## src/hw/rtl/sed_pkg.sv

```systemverilog
package sed_pkg;

  typedef struct packed {
    logic [7:0] in_byte;
    logic       source_ended;
  } sed_in_t;

  typedef struct packed {
    logic [7:0] out_byte;
    logic       byte_valid;
    logic       string_done;
    logic       bad_escape;
    logic       last_of_run;
  } sed_out_t;

  localparam int unsigned MAX_RESULTS = 3;

  // Characters of interest
  localparam logic [7:0] CH_NUL       = 8'h00;
  localparam logic [7:0] CH_QUOTE     = 8'h22;
  localparam logic [7:0] CH_BACKSLASH = 8'h5C;
  localparam logic [7:0] CH_SLASH     = 8'h2F;
  localparam logic [7:0] CH_U         = 8'h75;
  localparam logic [7:0] CH_B         = 8'h62;
  localparam logic [7:0] CH_F         = 8'h66;
  localparam logic [7:0] CH_R         = 8'h72;
  localparam logic [7:0] CH_N         = 8'h6E;
  localparam logic [7:0] CH_T         = 8'h74;
  localparam logic [7:0] CH_V         = 8'h76;
  localparam logic [7:0] CH_A         = 8'h61;

  localparam logic [7:0] CTRL_BS  = 8'h08;
  localparam logic [7:0] CTRL_FF  = 8'h0C;
  localparam logic [7:0] CTRL_CR  = 8'h0D;
  localparam logic [7:0] CTRL_LF  = 8'h0A;
  localparam logic [7:0] CTRL_TAB = 8'h09;
  localparam logic [7:0] CTRL_VT  = 8'h0B;
  localparam logic [7:0] CTRL_BEL = 8'h07;

  // UTF-8 encoding limits and markers
  localparam logic [15:0] UTF8_MAX1  = 16'h007F;
  localparam logic [15:0] UTF8_MAX2  = 16'h07FF;
  localparam logic [7:0]  UTF8_LEAD2 = 8'hC0;
  localparam logic [7:0]  UTF8_LEAD3 = 8'hE0;
  localparam logic [7:0]  UTF8_CONT  = 8'h80;

  // {valid, value} for an ASCII hex digit, either case
  function automatic logic [4:0] hex_digit(input logic [7:0] c);
    logic [4:0] r;
    r = 5'd0;
    if (c >= 8'h30 && c <= 8'h39) begin
      r = {1'b1, c[3:0]};
    end else if ((c >= 8'h61 && c <= 8'h66) || (c >= 8'h41 && c <= 8'h46)) begin
      r = {1'b1, c[3:0] + 4'd9};
    end
    return r;
  endfunction

  function automatic sed_out_t mk_result(input logic [7:0] b, input logic valid,
                                         input logic done, input logic bad);
    sed_out_t r;
    r.out_byte    = valid ? b : 8'h00;
    r.byte_valid  = valid;
    r.string_done = done;
    r.bad_escape  = bad;
    r.last_of_run = 1'b0;
    return r;
  endfunction

endpackage

```

## src/hw/rtl/string_escape_decoder.sv

```systemverilog
// Output: an item's first result is on dst_item in the cycle after the item is accepted.
// Throughput: one item per cycle while each item gives at most one result and dst_ready
//   is high; an item that gives two or three results (escape pass-through, UTF-8) holds
//   the result register until its results have left, one per cycle while dst_ready is high.
// Reset (rst, synchronous): normal text mode, code unit cleared, result register empty.
module string_escape_decoder import sed_pkg::*; (
  input  logic     clk,
  input  logic     rst,
  input  logic     src_valid,
  output logic     src_ready,
  input  sed_in_t  src_item,
  output logic     dst_valid,
  input  logic     dst_ready,
  output sed_out_t dst_item
);

  typedef enum logic [2:0] {
    MODE_NORMAL = 3'd0,
    MODE_ESCAPE = 3'd1,
    MODE_HEX0   = 3'd2,
    MODE_HEX1   = 3'd3,
    MODE_HEX2   = 3'd4,
    MODE_HEX3   = 3'd5
  } mode_t;

  mode_t       mode, mode_next;
  logic [15:0] code_unit, code_unit_next;
  sed_out_t    res [MAX_RESULTS];
  logic [1:0]  count;

  sed_out_t    res_new [MAX_RESULTS];
  logic [1:0]  count_new;
  logic        accept;
  logic        drain;
  logic [4:0]  hex;
  logic [15:0] cu_shift;
  logic [7:0]  c;
  logic        ended;

  assign c         = src_item.in_byte;
  assign ended     = src_item.source_ended;
  assign dst_valid = (count != 2'd0);
  assign dst_item  = res[0];
  assign drain     = dst_valid && dst_ready;
  // Take a new item once the result register is empty or its last result leaves now
  assign src_ready = (count == 2'd0) || (count == 2'd1 && dst_ready);
  assign accept    = src_valid && src_ready;
  assign hex       = ended ? 5'd0 : hex_digit(c);
  assign cu_shift  = {code_unit[11:0], hex[3:0]};

  always_comb begin
    mode_next      = MODE_NORMAL;
    code_unit_next = code_unit;
    count_new      = 2'd0;
    for (int i = 0; i < MAX_RESULTS; i++) begin
      res_new[i] = mk_result(8'h00, 1'b0, 1'b0, 1'b0);
    end

    case (mode)
      MODE_ESCAPE: begin
        if (ended) begin
          res_new[0] = mk_result(8'h00, 1'b0, 1'b1, 1'b0);
          count_new  = 2'd1;
        end else begin
          count_new = 2'd1;
          case (c)
            CH_U: begin
              code_unit_next = 16'h0000;
              mode_next      = MODE_HEX0;
              count_new      = 2'd0;
            end
            CH_SLASH:     res_new[0] = mk_result(CH_SLASH, 1'b1, 1'b0, 1'b0);
            CH_BACKSLASH: res_new[0] = mk_result(CH_BACKSLASH, 1'b1, 1'b0, 1'b0);
            CH_B:         res_new[0] = mk_result(CTRL_BS, 1'b1, 1'b0, 1'b0);
            CH_F:         res_new[0] = mk_result(CTRL_FF, 1'b1, 1'b0, 1'b0);
            CH_R:         res_new[0] = mk_result(CTRL_CR, 1'b1, 1'b0, 1'b0);
            CH_N:         res_new[0] = mk_result(CTRL_LF, 1'b1, 1'b0, 1'b0);
            CH_T:         res_new[0] = mk_result(CTRL_TAB, 1'b1, 1'b0, 1'b0);
            CH_V:         res_new[0] = mk_result(CTRL_VT, 1'b1, 1'b0, 1'b0);
            CH_A:         res_new[0] = mk_result(CTRL_BEL, 1'b1, 1'b0, 1'b0);
            default: begin
              // unknown escape, quote and NUL included: keep the backslash
              res_new[0] = mk_result(CH_BACKSLASH, 1'b1, 1'b0, 1'b0);
              res_new[1] = mk_result(c, 1'b1, 1'b0, 1'b0);
              count_new  = 2'd2;
            end
          endcase
        end
      end
      MODE_HEX0, MODE_HEX1, MODE_HEX2, MODE_HEX3: begin
        if (!hex[4]) begin
          code_unit_next = 16'h0000;
          res_new[0]     = mk_result(8'h00, 1'b0, 1'b1, 1'b1);
          count_new      = 2'd1;
        end else begin
          code_unit_next = cu_shift;
          if (mode != MODE_HEX3) begin
            mode_next = mode_t'(mode + 3'd1);
          end else if (cu_shift <= UTF8_MAX1) begin
            res_new[0] = mk_result(cu_shift[7:0], 1'b1, 1'b0, 1'b0);
            count_new  = 2'd1;
          end else if (cu_shift <= UTF8_MAX2) begin
            res_new[0] = mk_result(UTF8_LEAD2 | {3'b000, cu_shift[10:6]}, 1'b1, 1'b0, 1'b0);
            res_new[1] = mk_result(UTF8_CONT | {2'b00, cu_shift[5:0]}, 1'b1, 1'b0, 1'b0);
            count_new  = 2'd2;
          end else begin
            res_new[0] = mk_result(UTF8_LEAD3 | {4'b0000, cu_shift[15:12]}, 1'b1, 1'b0,
                                   1'b0);
            res_new[1] = mk_result(UTF8_CONT | {2'b00, cu_shift[11:6]}, 1'b1, 1'b0, 1'b0);
            res_new[2] = mk_result(UTF8_CONT | {2'b00, cu_shift[5:0]}, 1'b1, 1'b0, 1'b0);
            count_new  = 2'd3;
          end
        end
      end
      default: begin
        if (ended || c == CH_NUL || c == CH_QUOTE) begin
          res_new[0] = mk_result(8'h00, 1'b0, 1'b1, 1'b0);
          count_new  = 2'd1;
        end else if (c == CH_BACKSLASH) begin
          mode_next = MODE_ESCAPE;
        end else begin
          res_new[0] = mk_result(c, 1'b1, 1'b0, 1'b0);
          count_new  = 2'd1;
        end
      end
    endcase

    if (count_new != 2'd0) begin
      res_new[count_new - 2'd1].last_of_run = 1'b1;
    end
  end

  always_ff @(posedge clk) begin
    if (rst) begin
      mode      <= MODE_NORMAL;
      code_unit <= 16'h0000;
      count     <= 2'd0;
    end else if (accept) begin
      mode      <= mode_next;
      code_unit <= code_unit_next;
      count     <= count_new;
      for (int i = 0; i < MAX_RESULTS; i++) begin
        res[i] <= res_new[i];
      end
    end else if (drain) begin
      count <= count - 2'd1;
      for (int i = 0; i < MAX_RESULTS - 1; i++) begin
        res[i] <= res[i + 1];
      end
    end
  end

endmodule

```

## config.mk

```make
export PLATFORM = sky130hd
export DESIGN_NAME = string_escape_decoder
export DESIGN_NICKNAME = d
export VERILOG_FILES = /design/src/hw/rtl/sed_pkg.sv /design/src/hw/rtl/string_escape_decoder.sv
export SDC_FILE = /design/constraint.sdc
export NUM_CORES = 1
export LEC_CHECK = 0
export ABC_AREA = 1
export BUFFER_PORTS_ARGS = -buffer_cell sky130_fd_sc_hd__buf_2
export CAP_MARGIN = 10
export CORE_ASPECT_RATIO = 0.5
export CORE_UTILIZATION = 31
export CTS_CLUSTER_DIAMETER = 30
export DETAILED_ROUTE_END_ITERATION = 10
export HOLD_SLACK_MARGIN = 0.02
export SKIP_LAST_GASP = 1
export SYNTH_ARGS = -nofsm -noshare
export SYNTH_HDL_FRONTEND = slang
export SYNTH_SLANG_ARGS = --single-unit
export TNS_END_PERCENT = 100
```

## constraint.sdc

```tcl
create_clock -name clk -period 2.9 [get_ports clk]
set_clock_uncertainty 0.2 [all_clocks]
set_input_delay 0.58 -clock clk [delete_from_list [all_inputs] [get_ports clk]]
set_output_delay 0.58 -clock clk [all_outputs]
set_load 0.02 [all_outputs]
```

==> results of run 1 <==
-- final timing paths --
path                                   from   endpoint  slack [ps]  depth (start not counted)
worst max-delay path            src_item[2]  res[0][3]         440                         13
worst min-delay path               count[1]   count[1]         270                          2
worst max register to register     count[0]  res[0][0]         520                         10
worst min register to register     count[1]   count[1]         270                          2
-- worst max-delay path, stage by stage --
cell and delay [ps]:
buf_2 180, inv_1 110, ha_1 220, inv_1 110, nand3_1 170, nand3_4 190
nand2_4 110, nand3_4 110, clkinv_2 180, a21oi_1 160, nand2_1 80, nand2_1 60
nand2_1 40
-- layer usage --
| metal | vias up | GRT usage [%] | part of all wire, % |
|---|---|---|---|
| met4 | 0 | 4.35 | 0.87 |
| met5 | - | 0 | 0 |
| met1 | 1372 | 25.2 | 53 |
| li1 | 1496 | - | - |
| met2 | 109 | 23.8 | 40 |
| met3 | 7 | 3.03 | 6.8 |
-- cell usage after synthesis, drive strengths merged, types with 4 or more instances --
cell / count
a21oi: 25
a22oi: 10
buf: 16
clkbuf: 4
dfxtp: 17
edfxtp: 30
ha: 8
inv: 51
nand2: 126
nand3: 37
nand4: 13
nor2: 76
nor3: 7
o21ai: 13
-- power by group --
group / total, uW / switching, uW / internal, uW / leakage, uW
logic: 895 / 643 / 252 / 0.00112
registers: 939 / 44.3 / 895 / 0.000424
clock network: 644 / 242 / 402 / 0.0000812
-- cells by family (layout without fill, tap and decap cells) --
group,after synthesis,count (layout),synth area share [%]
and+or+nand+nor,263,263,38.9
buffers and inverters,72,90,9.99
AOI/OAI and AO/OA,53,53,9.69
DFF,47,47,37.8
adders and majority gates,8,8,3.05
xor gates and xnor gates,2,2,0.534
-- layout make-up --
cell class / count / share of cell area [%]
clock inverter: 3 / 1.06
clock buffer: 5 / 3.43
sequential: 47 / 34.0
inverter: 52 / 5.38
tap: 140 / 4.80
multi-input combinational: 326 / 46.9
timing repair buffer: 30 / 4.39
-- metrics by stage --
stage / instances / utilization (%) / total power [uW] / setup slack, ps / hold slack, ps
after floorplan: 445 / - / 1640 / 209 / 243
after global placement: 595 / 34.0 / 1850 / 167 / 257
after detailed placement: 595 / 34.0 / 1850 / 158 / 259
after CTS: 603 / 35.6 / 2490 / 455 / 270
after global routing: 603 / 35.6 / 2620 / 257 / 315
final: 603 / 35.6 / 2480 / 438 / 269
-- flip-flops by register name (all words and copies together), names as in the netlist --
name,count
code_unit,12
count,2
mode,3
res,30
-- placed cells by master, fill, tap and decap left out, types with 2 or more instances in the layout --
cell and count:
buf_2 26, nor2_1 65, inv_1 44, inv_2 7
clkbuf_16 5, nand3_4 4, a21oi_1 23, dfxtp_1 17
edfxtp_1 30, nor2_2 5, o21ai_1 2, nand4_1 12
xor2_1 2, o22ai_1 2, nand3_2 3, ha_1 8
nand2_1 116, nor2_4 5, nand2_2 7, nor3_1 6
buf_4 4, nand2_4 3, a22oi_1 10, nand3_1 30
clkinv_2 2, o21ai_0 11
==> impl_metrics.env, run 1 <==
export IMPL_status="completed"
export IMPL_ys_async_sr_fraction_pct=0
export IMPL_drive_above_1_share_pct=17.1
export IMPL_cts_sinks=47
export IMPL_critPathCaptureType="flip-flop"
export IMPL_relSlewSlack_pct=61.6
export IMPL_fin_nets=483
export IMPL_period_needed_ps=2460
export IMPL_drtPass1Iterations=5
export IMPL_cellPowerDensity_nw_per_um2=679
export IMPL_cts_hold_repair_buffers=0
export IMPL_yosysTopAreaCellShare_pct=27.5
export IMPL_die_area_um2=11000
export IMPL_fill_cells=1091
export IMPL_initial_utilization_pct=32.0
export IMPL_ys_ff_latch=47
export IMPL_multi_input_area_um2=1710
export IMPL_synth_avg_cell_area_um2=7.37
export IMPL_antenna_found_initial=0
export IMPL_critPathLaunchType="input pin"
export IMPL_ir_worst_vdd_mv=0.226
export IMPL_gp_congestion=0.933
export IMPL_max_clock_path_buffers=2
export IMPL_design_core_area_um2=10200
export IMPL_htreeDepth=2
export IMPL_rows=26
export IMPL_final_design_area_no_fill_um2=3650
export IMPL_dieHeight_um=74.7
export IMPL_vias=2984
export IMPL_critical_path_class="input pin to flip-flop"
export IMPL_vias_per_cell=4.95
export IMPL_hpwl_um=6830
export IMPL_clkLatencyLatePin_ps=290
export IMPL_grt_max_degree=23
export IMPL_synth_top_cells_by_area="edfxtp_1 (27%), nand2_1 (13%), dfxtp_1 (10%), nor2_1 (7.4%), inv_1 (5.0%)"
export IMPL_wl_um=8750
export IMPL_drtIter0Drc=245
export IMPL_grt_usage_pct=16.6
export IMPL_synthCells=445
export IMPL_portBuffers=26
export IMPL_grt_ovfl_total=0
export IMPL_netlist_area_um2=3280
export IMPL_syn_to_final_growth_pct=11.2
export IMPL_synth_top_cell_by_area="edfxtp_1"
export IMPL_grt_pass1_vias=2625
export IMPL_placed_area_um2=3480
export IMPL_routedWlPerCell_um=14.5
export IMPL_ant_nets=0
export IMPL_crit_fanout=10
export IMPL_finalCritPeriodShare_pct=84.9
export IMPL_setup_tns_ps=0
export IMPL_drc=0
export IMPL_cts_root_buf="clkbuf_16"
export IMPL_cts_tree="done"
export IMPL_ctsResizeCount=0
export IMPL_hold_violations=0
export IMPL_p_leak_uw=0.00163
export IMPL_pin_count=27
export IMPL_ys_warn_count=0
export IMPL_synth_cell_types=39
export IMPL_synth_edff_count=30
export IMPL_tightest_slew_ps=574
export IMPL_cts_clk_slew_worst_paths_ps=60
export IMPL_required_ps=2750
export IMPL_crit_arrival_ps=2310
export IMPL_yosys_most_used_dff="edfxtp_1"
export IMPL_hold_path_class="flip-flop to flip-flop"
export IMPL_syn_nets=466
export IMPL_post_cts_setup_buffers=0
export IMPL_seqCellArea_um2=1240
export IMPL_setup_viol=0
export IMPL_diodes=0
export IMPL_clock_fmax_mhz=406
export IMPL_fp_dieW_um=147
export IMPL_cap_violations=0
export IMPL_cts_made_buffers=5
export IMPL_grt_first_pass_wirelength_um=14000
export IMPL_ys_seq_area_share_pct=37.8
export IMPL_rsz0062_at_grt="false"
export IMPL_report_final_slew_viol_count=0
Power figures use the tool's default switching activity.
==> run 2: changes to the inputs <==
Clock period 2.9 ns to 2.5 ns, I/O delays scaled along.
==> impl_metrics.env, run 2 (synthesis results as in run 1) <==
export IMPL_cap_violations=0
export IMPL_largest_register="res"
export IMPL_cts_made_buffers=5
export IMPL_met3_length_um=675
export IMPL_drive_above_1_share_pct=19.9
export IMPL_htreeDepth=2
export IMPL_reg_largest_list="res: 30 flops, code_unit: 12 flops, mode: 3 flops"
export IMPL_cts_sinks=47
export IMPL_ir_worst_vdd_mv=0.249
export IMPL_final_cell_mix="nand2_1 (115), nor2_1 (65), inv_1 (44), nand3_1 (30), edfxtp_1 (30)"
export IMPL_grt_max_degree=23
export IMPL_grt_ovfl_total=0
export IMPL_pin_count=27
export IMPL_die_area_um2=11000
export IMPL_report_final_slew_viol_count=0
export IMPL_slowest_stage="a21oi_4"
export IMPL_required_ps=2420
export IMPL_relSlewSlack_pct=75.9
export IMPL_wl_met2_um=3570
export IMPL_routedWlPerCell_um=14.3
export IMPL_initial_utilization_pct=32.0
export IMPL_power_total_uw=2820
export IMPL_layout_setup_ws_ps=224
export IMPL_max_clock_path_buffers=2
export IMPL_p_leak_uw=0.00169
export IMPL_crit_fanout=7
export IMPL_cts_root_buf="clkbuf_16"
export IMPL_fin_nets=498
export IMPL_dr_max_layer_used="met4"
export IMPL_cellPowerDensity_nw_per_um2=750
export IMPL_wl_um=8830
export IMPL_met1_length_um=4450
export IMPL_final_cell_count_no_fill=618
export IMPL_dieHeight_um=74.7
export IMPL_grt_usage_pct=16.5
export IMPL_diodes=0
export IMPL_vias=3063
export IMPL_holdCritStartpoint="count[1]"
export IMPL_critical_path_class="input pin to flip-flop"
export IMPL_post_cts_setup_buffers=0
export IMPL_drtPass1Iterations=5
export IMPL_vias_per_cell=4.96
export IMPL_status="completed"
export IMPL_clock_fmax_mhz=439
export IMPL_placed_cells=610
export IMPL_cts_tree="done"
export IMPL_rsz0062_at_grt="false"
export IMPL_final_util_pct=36.7
export IMPL_grt_pass1_vias=2736
export IMPL_reg2reg_from="count[0]"
export IMPL_ant_nets=0
export IMPL_holdWs_ps=271
export IMPL_syn_to_final_growth_pct=14.5
export IMPL_drtIter0Drc=232
export IMPL_cts_clk_slew_worst_paths_ps=60
export IMPL_grt_first_pass_wirelength_um=14000
export IMPL_gp_congestion=0.921
export IMPL_clkLatencyLatePin_ps=280
export IMPL_hpwl_um=6990
export IMPL_critPathCaptureType="flip-flop"
export IMPL_portBuffers=26
export IMPL_fp_dieW_um=147
export IMPL_period_needed_ps=2280
export IMPL_hold_violations=0
export IMPL_drc=0
export IMPL_hold_path_class="flip-flop to flip-flop"
export IMPL_crit_chain="buf_2 > inv_1 > ha_1 > inv_1 > nand3_1 > nand3_4 > buf_4 > a21oi_4 > nand3_1 > nand2_1 > nand2_1 > a21oi_1"
export IMPL_cp_startpoint="src_item[2]"
export IMPL_design_core_area_um2=10200
export IMPL_tightest_slew_ps=360
export IMPL_crit_arrival_ps=2200
export IMPL_setup_viol=0
export IMPL_final_common_cell="nand2_1"
export IMPL_critPathMaxStageDelay_ps=260
export IMPL_rows=26
export IMPL_largest_register_ffs=30
export IMPL_antenna_found_initial=0
export IMPL_finalCritPeriodShare_pct=91.0
export IMPL_dp_slack_ps=-125
export IMPL_critPathLaunchType="input pin"
-- run 2: cell count changes in the layout (fill, tap and decap cells not counted), sizes merged --
cell	previous run	this run
bufinv	1	0
clkbuf	5	7
clkinvlp	0	1
buf	30	45
clkinv	3	1
-- run 2: metrics by stage --
stage	area, um2	setup TNS [ps]
final	3760	0
after detailed placement	3610	-151
after floorplan	3280	0
after global placement	3610	0
after global routing	3760	0
after CTS	3750	0
-- run 2: worst max-delay path: cells and delay by family --
kind	cells	cell delay, ps
AND/OR/NAND/NOR	5	580
buffers and inverters	4	470
AO/OA/AOI/OAI	2	450
adder cells (fa/ha/maj)	1	190
-- run 2: timing repair --
item                       CTS  global route
resized for setup            0             1
setup endpoints to repair    0             1
hold buffers                 0             0
-- run 2: layout make-up --
class / count / area (um2)
clock buffer: 7 / 133
tap: 140 / 175
fill: 1082 / 6490
sequential: 47 / 1240
timing repair buffer: 45 / 285
clock inverter: 1 / 5.00
inverter: 52 / 196
multi-input combinational: 326 / 1720
-- run 2: power by group --
group          internal [uW]  total (uW)  switching (uW)
clock                    369         629             260
combinational            338        1100             762
sequential              1040        1090            49.6
-- run 2: path summary, 6_finish.rpt --
kind              cells past startpoint  slack (ps)        end
setup / recovery                     12         220  res[0][4]
hold / removal                        2         270   count[1]
setup reg to reg                      9         360  res[0][1]
hold reg to reg                       2         270   count[1]
-- run 2: routing by layer --
metal  global-route usage [%]  vias up
met5                        0        -
met4                     4.01        0
met3                     3.21       13
met2                     25.1      115
met1                     24.1     1418
li1                         -     1517
==> run 3: changes to the inputs <==
Settings changed: ABC_AREA 1 to default.
==> impl_metrics.env, run 3 <==
export IMPL_status="completed"
export IMPL_htreeDepth=2
export IMPL_placed_area_um2=3900
export IMPL_final_common_cell="buf_4"
export IMPL_yosys_most_used_dff="edfxtp_1"
export IMPL_required_ps=2340
export IMPL_cap_violations=0
export IMPL_ys_warn_count=0
export IMPL_grt_first_pass_wirelength_um=15300
export IMPL_pin_count=27
export IMPL_cts_made_buffers=5
export IMPL_crit_fanout=5
export IMPL_grt_met1_usage_pct=28.3
export IMPL_hpwl_um=7590
export IMPL_die_area_um2=10600
export IMPL_synth_top_cells_by_area="edfxtp_1 (29%), dfxtp_1 (11%), a21oi_1 (4.9%), nor2_1 (4.1%), nand2_1 (3.2%)"
export IMPL_drtIter0Drc=380
export IMPL_ir_worst_vdd_mv=0.273
export IMPL_grt_usage_pct=19.3
export IMPL_setup_tns_ps=0
export IMPL_design_core_area_um2=9630
export IMPL_hold_violations=0
export IMPL_p_leak_uw=0.00161
export IMPL_portBuffers=26
export IMPL_ant_nets=0
export IMPL_grt_pass1_vias=2875
export IMPL_holdWs_ps=309
export IMPL_diodes=0
export IMPL_synth_most_common_cell="nor2_1"
export IMPL_netlist_area_um2=3150
export IMPL_clock_fmax_mhz=402
export IMPL_synth_common_cells="nor2_1 (34), a21oi_1 (31), edfxtp_1 (30)"
export IMPL_met3_usage_pct=3.67
export IMPL_ys_ff_latch=47
export IMPL_drc=0
export IMPL_fin_nets=454
export IMPL_rows=25
export IMPL_synthCells=356
export IMPL_wl_um=9900
export IMPL_hold_path_class="flip-flop to flip-flop"
export IMPL_grt_max_degree=23
export IMPL_cellPowerDensity_nw_per_um2=645
export IMPL_largest_register_ffs=30
export IMPL_crit_arrival_ps=2330
export IMPL_tightest_slew_ps=622
export IMPL_vias=3143
export IMPL_layout_setup_ws_ps=9.46
export IMPL_reg_largest_list="res: 30 flops, code_unit: 12 flops, mode: 3 flops"
export IMPL_grt_ovfl_total=0
export IMPL_drtPass1Iterations=5
export IMPL_cts_sinks=47
export IMPL_met2_usage_pct=28.7
export IMPL_power_total_uw=2690
export IMPL_max_clock_path_buffers=2
export IMPL_final_design_area_no_fill_um2=4170
export IMPL_rsz0062_at_grt="true"
export IMPL_seqCellArea_um2=1240
export IMPL_synth_cell_types=66
export IMPL_routedWlPerCell_um=17.4
export IMPL_fp_dieW_um=144
export IMPL_synth_top_cell_by_area="edfxtp_1"
export IMPL_cts_root_buf="clkbuf_16"
export IMPL_initial_utilization_pct=32.7
export IMPL_ys_async_sr_fraction_pct=0
export IMPL_setup_viol=0
export IMPL_largest_register="res"
export IMPL_syn_to_final_growth_pct=32.5
export IMPL_reg2reg_slack_ps=140
export IMPL_syn_nets=377
export IMPL_multi_input_area_um2=1810
export IMPL_vias_per_cell=5.52
export IMPL_gp_congestion=0.981
export IMPL_yosysTopAreaCellShare_pct=28.6
export IMPL_dieHeight_um=73.2
export IMPL_period_needed_ps=2490
export IMPL_final_cell_mix="buf_4 (74), nor2_1 (31), edfxtp_1 (30), a21oi_1 (29), nand2_1 (27)"
export IMPL_antenna_found_initial=0
export IMPL_critPathCaptureType="flip-flop"
export IMPL_ys_seq_area_share_pct=39.4
export IMPL_finalCritPeriodShare_pct=99.6
export IMPL_critical_path_class="input pin to flip-flop"
export IMPL_critPathLaunchType="input pin"
export IMPL_synth_edff_count=30
export IMPL_report_final_slew_viol_count=0
export IMPL_clkLatencyLatePin_ps=290
export IMPL_dp_slack_ps=-331
export IMPL_fill_cells=987
export IMPL_cts_clk_slew_worst_paths_ps=60
export IMPL_cts_tree="done"
export IMPL_drive_above_1_share_pct=35.0
export IMPL_synth_avg_cell_area_um2=8.84
export IMPL_busiest_layer="met2"
export IMPL_relSlewSlack_pct=58.2
-- run 3: cell count changes after synthesis, moves of 7 or more --
cell | previous run | this run
clkbuf_1 | 4 | 13
nand4_1 | 12 | 5
nor2_1 | 65 | 34
nand2_1 | 116 | 27
nand2_2 | 7 | 0
inv_2 | 7 | 0
nand3_1 | 30 | 13
a21oi_1 | 23 | 31
and2_1 | 0 | 9
o21ai_0 | 11 | 19
inv_1 | 44 | 13
-- run 3: final cells by class --
type / instances / area share (%)
clock buffers: 5 / 3.00
repair buffers: 102 / 17.4
well taps: 135 / 4.05
flip-flops and latches: 47 / 29.8
inverters: 13 / 1.35
clock inverters: 3 / 1.02
multi-input cells: 264 / 43.4
-- run 3: final timing paths --
| check | from | endpoint | cells after the start |
|---|---|---|---|
| hold reg to reg | code_unit[2] | code_unit[2] | 2 |
| hold / removal | code_unit[2] | code_unit[2] | 2 |
| setup reg to reg | mode[0] | res[1][0] | 8 |
| setup / recovery | src_item[1] | res[0][6] | 9 |
-- run 3: worst max-delay path, stage by stage --
cell and delay (ps):
buf_8 100, buf_6 110, ha_4 150, or3b_4 380, and3_4 180, o211ai_1 290, buf_2 220, a21oi_2 50
o32a_1 340
-- run 3: where the power goes --
part	leakage, uW	internal (uW)	switching, uW
Clock	0.0000818	472	299
Sequential	0.000420	997	40.1
Combinational	0.00111	341	538
Total	0.00161	1810	877
-- run 3: logic make-up after synthesis --
family	Yosys count	share of synthesized area, %
compound gates	109	23.6
flops	47	39.4
mux	2	0.716
simple gates	145	25.7
fa+ha+maj	8	3.18
buf+inv	45	7.40
-- run 3: routing by layer --
layer / wire (um) / up-vias
met2: 4270 / 127
met5: 0 / -
met4: 114 / 0
li1: - / 1495
met1: 4830 / 1509
met3: 678 / 12
-- run 3: what timing repair did --
| item | in CTS | in global routing |
|---|---|---|
| setup endpoints to repair | 6 | 35 |
| hold endpoints to repair | 0 | 0 |
| pin swaps | 0 | 6 |
| gates cloned | 0 | 1 |
| buffers inserted | 0 | 0 |
| hold buffers | 0 | 0 |
| resized for setup | 2 | 29 |
-- run 3: through the flow --
stage | std cells | utilization, %
5_1_grt | 569 | 43.3
4_1_cts | 568 | 42.3
3_5_place_dp | 560 | 40.5
6_report | 569 | 43.3
3_3_place_gp | 560 | 40.5
2_1_floorplan | 356 | -
